## src/sv/nppic_pkg.sv

```systemverilog
// shared types and constants of the nearest parallel plane inlier counter
// no dependencies
package nppic_pkg;

  typedef enum logic [1:0] {
    FUNC_LOAD_NORMAL = 2'd0,
    FUNC_LOAD_OFFSET = 2'd1,
    FUNC_POINT       = 2'd2,
    FUNC_READ        = 2'd3
  } func_e;

  typedef enum logic [1:0] {
    CFG_TRUNCATION   = 2'd0,
    CFG_PARALLEL_COS = 2'd1,
    CFG_SAMPLE_STRIDE = 2'd2,
    CFG_SETS_IN_USE  = 2'd3
  } cfg_e;

  typedef enum logic [9:0] {
    S_CLR  = 10'b00_0000_0001,
    S_IDLE = 10'b00_0000_0010,
    S_FAM  = 10'b00_0000_0100,
    S_PROD = 10'b00_0000_1000,
    S_ORD  = 10'b00_0001_0000,
    S_OEV  = 10'b00_0010_0000,
    S_FEND = 10'b00_0100_0000,
    S_CRD  = 10'b00_1000_0000,
    S_CWR  = 10'b01_0000_0000,
    S_RDC  = 10'b10_0000_0000
  } state_e;

  // one plane family as it travels along the cell chain
  typedef struct packed {
    logic signed [15:0] nx;
    logic signed [15:0] ny;
    logic signed [15:0] nz;
    logic [6:0]         size;
  } fam_t;

  localparam logic [23:0] COUNT_MAX      = 24'hFFFFFF;
  localparam logic [30:0] TRUNC_RESET    = 31'd3277;
  localparam logic [14:0] PCOS_RESET     = 15'd15396;
  localparam logic [7:0]  STRIDE_RESET   = 8'd1;
  localparam logic [4:0]  SETS_RESET     = 5'd0;

endpackage

```

## src/sv/nppic_cell.sv

```systemverilog
// one family cell: holds a family normal and size, joins the read chain
// depends on nppic_pkg
module nppic_cell
  import nppic_pkg::*;
#(
  parameter int IDX = 0,
  parameter int FW  = 4
) (
  input  logic          clk_i,
  input  logic          wr_i,
  input  logic [FW-1:0] wr_idx_i,
  input  fam_t          wr_data_i,
  input  logic [FW-1:0] sel_idx_i,
  input  fam_t          chain_i,
  output fam_t          chain_o
);

  fam_t fam_q;

  always_ff @(posedge clk_i) begin
    if (wr_i && (wr_idx_i == FW'(IDX))) begin
      fam_q <= wr_data_i;
    end
  end

  // pass the upstream value along, merged with ours when selected
  assign chain_o = (sel_idx_i == FW'(IDX)) ? (chain_i | fam_q) : chain_i;

endmodule

```

## config.mk

```make
export PLATFORM = sky130hd
export DESIGN_NAME = nppic_cell
export DESIGN_NICKNAME = d
export VERILOG_FILES = /design/src/sv/nppic_pkg.sv /design/src/sv/nppic_cell.sv
export SDC_FILE = /design/constraint.sdc
export NUM_CORES = 1
export LEC_CHECK = 0
export BUFFER_PORTS_ARGS = -buffer_cell sky130_fd_sc_hd__buf_2
export CORE_MARGIN = 2
export CORE_UTILIZATION = 42
export DETAILED_ROUTE_END_ITERATION = 8
export HOLD_SLACK_MARGIN = 0.12
export PLACE_DENSITY = 0.85
export SLEW_MARGIN = 5
export SYNTH_ARGS = -nofsm -noshare
export SYNTH_HDL_FRONTEND = slang
export SYNTH_SLANG_ARGS = --single-unit
```

## constraint.sdc

```tcl
create_clock -name clk_i -period 4.67 [get_ports clk_i]
set_input_delay 0.467 -clock clk_i [delete_from_list [all_inputs] [get_ports clk_i]]
set_output_delay 0.467 -clock clk_i [all_outputs]
set_load 0.05 [all_outputs]
```

==> reports/results.ini, run 1 <==
[clock_tree]
cts-buffers-inserted = 5
cts_tree = done
htreeDepth = 2
cts_sinks = 55
path_clk_slew_ns = 0.10
clockBufferDepth = 2
ctsResizeCount = 0
cts_root_buf = clkbuf_8
cts_setup_buffers = 0
hold_buffers = 0

[logic_synthesis]
synth_fa_ha_area_frac = 0
synth_nets = 238
synth_top_family_by_area = compound AO/OA/AOI/OAI gates
ys_types = 7
yosys.area_share.simple = 0.0156
syn_area_sq_um = 2160
synth-seq-cells = 55
syn_avg_cell_area_sq_um = 18.3
synthMuxAreaShare = 0
yosysWarnings = 0
synth-xor-area-share = 0
synth_compound_area_frac = 0.194
seq_area_frac_synth = 0.764
synthCells = 118

[finish]
utilization = 0.628
nFillCells = 385
regMostFlops = fam_q
areaGrowthSynthToFinish_pct = 46.6
top_regs = fam_q x55
antennaDiodeCount = 0
nets = 416
largest_register_ffs = 55
final_layout_size_suffix_gt1_frac = 0.640

[global_routing]
grt-ovfl-total = 0
grt_pass1_wl_um = 7050
antenna_found_initial = 0
grt_start_max_net_pins = 56
first_global_vias = 1584
track_usage = 0.176

[route]
vias_per_cell = 4.58
drt_pre_antenna_iters = 4
totalWireLength_um = 5280
drt_iter0_drc = 74
ant_nets = 0
drc_errors = 0
vias = 1681
wl_per_cell_um = 14.4

[power_and_ir_drop]
vdd_drop_max_v = 0.000204
powerDensity_nw_per_um2 = 319
power_w = 0.00101
power_leakage_nw = 1.62

[sta]
drv_slew = 0
period_needed_ns = 2.25
period_share = 0.481
tightest_slew_ns = 0.691
hold_viol = 0
setup_tns_ns = 0
rsz0062_at_grt = false
setup_viol = 0
relSlewSlack = 0.539
fmax_mhz = 445
hold_slack_ns = 0.332

[floorplanning]
fp.dieH_um = 75.7
fp.coreArea_sq_um = 5040
rows = 26
die_area_sq_um = 5730
die_x_um = 75.7
ios = 175
start_util = 0.429

[worst_setup_path]
crit_top_cell = buf_2
slowest_stage = buf_4
required_ns = 4.20
worstPathCellList = buf_2, nor4_4, buf_4, a21o_2, buf_2
critical_path_class = in2out
cp.arrival_ns = 1.78
start_kind = input port
crit_path_max_fanout = 55
cp-end-kind = output port
slowest_delay_ns = 0.49

[job]
cap_violations = 0

[placement]
gp_congestion = 0.839
port_buffers = 174
hpwl_um = 4130

[hold_path]
min_path_type = in2reg

[status]
status = finished, final reports clean

==> stage by stage <==
| step | cells | cell area (sq um) | worst slack, ns |
|---|---|---|---|
| detailed placement | 359 | 3080 | 2.42 |
| floorplan | 118 | 2160 | 2.21 |
| finish | 367 | 3170 | 2.42 |
| global placement | 359 | 3080 | 2.47 |
| CTS | 367 | 3170 | 2.42 |
| global route | 367 | 3170 | 2.30 |
==> worst max-delay path: cells and delay by family <==
family / cells / cell delay (ns)
simple gates: 1 / 0.25
compound gates: 1 / 0.21
buf+inv: 3 / 0.85
==> worst paths after layout <==
path | start | to | cells after the start
worst min-delay path | wr_data_i[23] | fam_q[23] | 1
worst max-delay path | sel_idx_i[3] | chain_o[1] | 5
==> where the power goes <==
group	switching (W)	leakage [nW]	internal, W	total, W
Sequential	0.00000295	0.497	0.000553	0.000556
Combinational	0.000135	1.08	0.0000693	0.000205
Clock	0.000147	0.0418	0.000105	0.000252
Total	0.000285	1.62	0.000727	0.00101
==> cells in the mapped netlist <==
| library cell | count | share of area |
|---|---|---|
| buf_6 | 5 | 0.026 |
| and2_1 | 1 | 0.0029 |
| a21o_1 | 50 | 0.17 |
| nor4_1 | 1 | 0.0029 |
| nor4_4 | 1 | 0.0098 |
| edfxtp_1 | 55 | 0.76 |
| a21o_2 | 5 | 0.020 |
==> cell usage in the layout, fill, tap and decap left out, drive strengths merged <==
| cell | instances |
|---|---|
| buf | 176 |
| edfxtp | 55 |
| a21o | 55 |
| clkbuf | 5 |
| nor4 | 2 |
| clkinv | 2 |
| and2 | 1 |
| clkinvlp | 1 |
==> per-layer routing <==
metal / track usage / up-vias / wire (um)
met2: 0.333 / 91 / 2940
met5: 0 / - / 0
met4: 0.0507 / 0 / 74
li1: - / 818 / -
met1: 0.191 / 765 / 1870
met3: 0.0503 / 7 / 396
==> area by class of cell <==
cell class,instances,area [sq um],share of cell area
clock inverters,3,20.0,0.00632
well taps,70,87.6,0.0276
flip-flops and latches,55,1650,0.521
multi-input cells,58,454,0.143
repair buffers,176,886,0.280
clock buffers,5,68.8,0.0217
==> kinds of logic after synthesis <==
group | Yosys count
AO/OA/AOI/OAI | 55
flip-flops | 55
AND/OR/NAND/NOR | 3
buffers and inverters | 5
Note: power is estimated with default switching activity, not from simulation.
==> run 2: changes to the inputs <==
Settings changed: ABC_AREA from default to 1, CORE_UTILIZATION 42 to 41, PLACE_DENSITY 0.85 to 0.79.
Clock period 4.67 ns to 2.2 ns, I/O delays scaled along.
==> reports/results.ini, run 2 <==
[logic_synthesis]
synthTopCellsByCount = 56 x nand2_1, 55 x edfxtp_1, 55 x inv_1, 45 x nand3_1, 10 x nand3_2
yosysTopAreaCell = edfxtp_1
synthTopCellsByArea = edfxtp_1 66%, nand3_1 8.9%, nand2_1 8.3%
async_flop_share = 0  ; unchanged
synthFlopType = edfxtp_1
yosysWarnings = 0  ; unchanged
synth-seq-cells = 55  ; unchanged
syn_area_sq_um = 2520  ; +17%
seq_area_frac_synth = 0.656  ; -0.108
ys_types = 12  ; +5
synth_most_common_cell = nand2_1
syn_avg_cell_area_sq_um = 10.7  ; -42%
synth_nets = 356  ; +50%
synth_edf_count = 55  ; unchanged
synth.top_cell.area_share = 0.656  ; -0.108
synthCells = 236  ; +100%

[worst_setup_path]
cp.arrival_ns = 1.21  ; -0.57 ns
slowest_delay_ns = 0.26  ; -0.23 ns
worstPathCellList = buf_2, nor2_4, buf_12, nand3_1, nand2_1, buf_2
crit_top_cell = buf_2
crit_buf_inv = 3  ; unchanged
required_ns = 1.98  ; -2.22 ns
crit_path_max_fanout = 55  ; unchanged
critical_path_class = in2out
cp-end-kind = output port
path_delay_family = buffers and inverters
slowest_stage = buf_12
start_kind = input port

[floorplanning]
fp.dieH_um = 82.4  ; +8.8%
fp.coreArea_sq_um = 5920  ; +17%
die_area_sq_um = 6780  ; +18%
die_x_um = 82.4  ; +8.8%
start_util = 0.425  ; -0.00335
ios = 175  ; unchanged
rows = 28  ; +7.7%

[sta]
fmax_mhz = 699
hold_viol = 0  ; unchanged
hold_slack_ns = 0.577  ; +0.245 ns
period_share = 0.650
setup_tns_ns = 0  ; unchanged
relSlewSlack = 0.766  ; +0.227
period_needed_ns = 1.43
rsz0062_at_grt = false
post-route-worst-setup-slack_ns = 0.770  ; -1.65 ns
tightest_slew_ns = 0.351  ; -0.340 ns
setup_viol = 0  ; unchanged
drv_slew = 0  ; unchanged

[global_routing]
first_global_vias = 2414  ; +52%
antenna_found_initial = 0  ; unchanged
grt_start_max_net_pins = 56  ; unchanged
grt_pass1_wl_um = 10100  ; +44%
grt-ovfl-total = 0  ; unchanged
track_usage = 0.200  ; +0.0241

[clock_tree]
cts_sinks = 55  ; unchanged
htreeDepth = 2  ; unchanged
path_clk_slew_ns = 0.08  ; -0.02 ns
ctsResizeCount = 0  ; unchanged
clockBufferDepth = 2  ; unchanged
cts-buffers-inserted = 5  ; unchanged
cts_root_buf = clkbuf_8
cts_tree = done

[placement]
pre_cts_slack_ns = 0.760  ; -1.66 ns
gp_congestion = 0.753  ; -10%
port_buffers = 174  ; unchanged
hpwl_um = 4320  ; +4.6%
dpl_cell_area_sq_um = 3460  ; +12%

[route]
ant_nets = 0  ; unchanged
totalWireLength_um = 6660  ; +26%
drc_errors = 0  ; unchanged
vias = 2425  ; +44%
drt_pre_antenna_iters = 4  ; unchanged
wl_per_cell_um = 12.3  ; -14%
vias_per_cell = 4.49  ; -2.0%
drt_iter0_drc = 90  ; +22%

[finish]
top_regs = fam_q x55
final_layout_size_suffix_gt1_frac = 0.424  ; -0.216
regMostFlops = fam_q
nFillCells = 437  ; +14%
layout_common_cells = 174 x buf_2, 56 x nand2_1, 55 x inv_1, 55 x edfxtp_1, 55 x dlygate4sd3_1
areaGrowthSynthToFinish_pct = 62.1
final_common_cell = buf_2
nets = 586  ; +41%
stdcell_area_sq_um = 4080  ; +29%
largest_register_ffs = 55  ; unchanged
antennaDiodeCount = 0  ; unchanged
multiInputGateArea_sq_um = 579  ; +28%
seq_area_sq_um = 1650  ; unchanged

[hold_path]
hold_end = fam_q[20]
min_path_type = in2reg
whs_path_depth = 4  ; +3
worstHoldStart = wr_idx_i[0]

[status]
status = finished, final reports clean

[power_and_ir_drop]
pwr-share-clk = 0.220  ; -0.029
p_seq_frac = 0.529  ; -0.020
intPower_w = 0.00160  ; +120%
powerDensity_nw_per_um2 = 546  ; +71%
power_switching_w = 0.000629  ; +120%
combPwrFrac = 0.251  ; +0.049
netSwitchingFraction = 0.282  ; +0.000534
power_leakage_nw = 2.02  ; +25%
vdd_drop_max_v = 0.000369  ; +80%
power_w = 0.00223  ; +120%

[job]
cap_violations = 0  ; unchanged

==> run 2: cell count changes in the layout (fill, tap and decap cells not counted), moves of 2 or more <==
cell / previous run / this run
a21o_2: 5 / 0
dlygate4sd3_1: 0 / 55
buf_12: 0 / 2
nand2_1: 0 / 56
nand3_2: 0 / 10
inv_1: 0 / 55
nor2_4: 0 / 3
nand3_1: 0 / 45
a21o_1: 50 / 0
==> run 2: cells by family (layout without fill, tap and decap cells) <==
logic type,Yosys count,after routing,share of synthesized area
simple gates,116,116,0.227
buf+inv,65,294,0.117
flops,55,55,0.656
==> run 2: layout make-up <==
type / count / area share
multi-input cells: 116 / 0.142
clock buffers: 6 / 0.0178
inverters: 55 / 0.0506
flip-flops and latches: 55 / 0.405
well taps: 75 / 0.0230
repair buffers: 233 / 0.362
==> run 2: timing repair <==
item / in CTS / in global routing
setup endpoints to repair: 0 / 0
endpoints found under the hold margin: 55 / 0
buffers inserted: 0 / 0
hold buffers: 55 / 0
==> run 2: routing by layer <==
metal  vias to the layer above  part of all wire  track usage
li1                       1211                 -            -
met1                      1070              0.36        0.192
met2                       126              0.53        0.386
met3                        18             0.084       0.0554
met4                         0             0.030       0.0983
met5                         -                 0            0
==> run 2: stage by stage <==
step,util,instances
after floorplan,-,236
after global placement,0.584,479
after detailed placement,0.584,479
after CTS,0.689,540
after global routing,0.689,540
final,0.689,540
==> run 2: worst min-delay path: stages <==
cell	delay, ns
buf_2	0.07
or2_2	0.11
nor2_4	0.04
buf_4	0.22
==> run 2: power groups by stage <==
stage          Combinational, W  Clock (W)  Sequential [W]
4_1_cts                0.000555   0.000508         0.00118
3_3_place_gp           0.000469          0         0.00120
6_report               0.000558   0.000490         0.00118
2_1_floorplan          0.000309          0         0.00120
5_1_grt                0.000602   0.000549         0.00118
3_5_place_dp           0.000479          0         0.00120
==> run 2: how the worst max path moves through the flow <==
stage,startpoint,end,slack [ns],cells past startpoint
after global placement,sel_idx_i[3],chain_o[30],0.79,6
final,sel_idx_i[3],chain_o[2],0.77,6
after floorplan,wr_idx_i[1],fam_q[0],0.42,2
after global routing,sel_idx_i[3],chain_o[30],0.68,6
after CTS,sel_idx_i[3],chain_o[30],0.76,6
after detailed placement,sel_idx_i[3],chain_o[30],0.76,6
==> run 3: changes to the inputs <==
Settings changed: ABC_AREA 1 to 0, CORE_UTILIZATION 41 to 39.
Clock period 2.2 ns to 1.4 ns, I/O delays scaled along.
==> reports/results.ini, run 3 (synthesis gave the netlist of run 1 again) <==
[status]
status = finished, final reports clean

[placement]
dpl_cell_area_sq_um = 3210  ; -7.3%
dp.cells = 364  ; -24%
port_buffers = 174  ; unchanged
gp_congestion = 0.744  ; -1.1%

[clock_tree]
path_clk_slew_ns = 0.10  ; +0.02 ns
cts_tree = done
htreeDepth = 2  ; unchanged
cts-buffers-inserted = 5  ; unchanged
clockBufferDepth = 2  ; unchanged
cts_sinks = 55  ; unchanged
cts_root_buf = clkbuf_8

[floorplanning]
ios = 175  ; unchanged
die_area_sq_um = 6150  ; -9.3%
die_x_um = 78.4  ; -4.8%
fp.dieH_um = 78.4  ; -4.8%
rows = 27  ; -3.6%
start_util = 0.397  ; -0.0279
fp.coreArea_sq_um = 5440  ; -8.1%

[finish]
layout_common_cells = 119 x buf_2, 58 x buf_4, 55 x a21o_2, 55 x edfxtp_1, 55 x dlygate4sd3_1
nets = 477  ; -19%
final_common_cell = buf_2
top_regs = fam_q x55
stdcell_area_sq_um = 4030  ; -1.2%
regMostFlops = fam_q
fin_cells = 430  ; -20%
largest_register_ffs = 55  ; unchanged
areaGrowthSynthToFinish_pct = 86.5
antennaDiodeCount = 0  ; unchanged
final_layout_size_suffix_gt1_frac = 0.687  ; +0.263

[global_routing]
grt-ovfl-total = 0  ; unchanged
antenna_found_initial = 0  ; unchanged
grt_pass1_wl_um = 10600  ; +4.5%
track_usage = 0.236  ; +0.0351
first_global_vias = 2242  ; -7.1%
grt_start_max_net_pins = 56  ; unchanged

[worst_setup_path]
critical_path_class = in2out
start_kind = input port
crit_path_max_fanout = 27  ; -51%
cp-end-kind = output port
required_ns = 1.26  ; -0.72 ns
cp.arrival_ns = 1.25  ; +0.04 ns

[sta]
hold_slack_ns = 0.272  ; -0.305 ns
period_share = 0.991
period_needed_ns = 1.39
setup_tns_ns = 0  ; unchanged
fmax_mhz = 721
setup_viol = 0  ; unchanged
hold_viol = 0  ; unchanged
relSlewSlack = 0.822  ; +0.0560
tightest_slew_ns = 0.265  ; -0.0865 ns
drv_slew = 0  ; unchanged

[power_and_ir_drop]
power_w = 0.00365  ; +64%
powerDensity_nw_per_um2 = 905  ; +66%
power_leakage_nw = 1.89  ; -6.4%
vdd_drop_max_v = 0.000570  ; +55%

[route]
drt_pre_antenna_iters = 4  ; unchanged
vias = 2090  ; -14%
vias_per_cell = 4.86  ; +8.2%
drt_iter0_drc = 117  ; +30%
wl_per_cell_um = 18.3  ; +48%
drc_errors = 0  ; unchanged
ant_nets = 0  ; unchanged
totalWireLength_um = 7860  ; +18%

[hold_path]
worstHoldStart = wr_i
min_path_type = in2reg
whs_path_depth = 2  ; -2
hold_end = fam_q[50]

[job]
cap_violations = 0  ; unchanged

## run 3: cell count changes in the layout (fill, tap and decap cells not counted), sizes merged, moves of 2 or more
cell	change
a21o	+55
buf	+3
inv	-54
nand2	-56
nand3	-55
nor2	-4
nor4	+2
## run 3: area by class of cell
| class | instances | area (sq um) |
|---|---|---|
| tap | 72 | 90.1 |
| clock inverter | 2 | 16.3 |
| multi-input combinational | 58 | 518 |
| sequential | 55 | 1650 |
| fill | 352 | 1410 |
| timing repair buffer | 237 | 1680 |
| clock buffer | 6 | 72.6 |
## run 3: how the worst max path moves through the flow
stage	startpoint	cells after the start	slack (ns)	to
after global placement	sel_idx_i[3]	5	0.009	chain_o[23]
final	sel_idx_i[0]	6	0.01	chain_o[53]
after floorplan	sel_idx_i[3]	3	0.10	chain_o[10]
after detailed placement	sel_idx_i[3]	5	-0.03	chain_o[16]
after CTS	sel_idx_i[3]	5	0.03	chain_o[16]
after global routing	sel_idx_i[0]	6	-0.008	chain_o[53]
## run 3: metal layers
metal,wire length (um),vias up,part of all wire,global-route usage
li1,-,942,-,-
met1,2590,965,0.33,0.237
met2,4290,155,0.55,0.449
met3,672,28,0.085,0.0575
met4,314,0,0.040,0.116
met5,0,-,0,0
## run 3: report_power, final
group | total [W] | internal (W) | switching (W)
combinational | 0.000923 | 0.000415 | 0.000507
clock | 0.000868 | 0.000360 | 0.000508
sequential | 0.00185 | 0.00184 | 0.0000114
total | 0.00365 | 0.00262 | 0.00103
## run 3: timing repair
item	CTS	global route
buffers inserted	0	1
gates resized for setup	55	4
setup endpoints to repair	55	33
endpoints found under the hold margin	55	0
hold buffers	55	0
gates cloned	0	2
pin swaps	0	1
## run 3: critical path, cell delays in order
cell and delay [ns]:
buf_2 0.12, nor4_4 0.25, buf_4 0.20, buf_12 0.19, a21o_2 0.16, buf_4 0.19
## run 3: through the flow
| step | util | setup slack, ns |
|---|---|---|
| floorplan | - | 0.104 |
| global placement | 0.589 | 0.00949 |
| detailed placement | 0.589 | -0.0261 |
| CTS | 0.732 | 0.0324 |
| global route | 0.741 | -0.00758 |
| finish | 0.741 | 0.0127 |
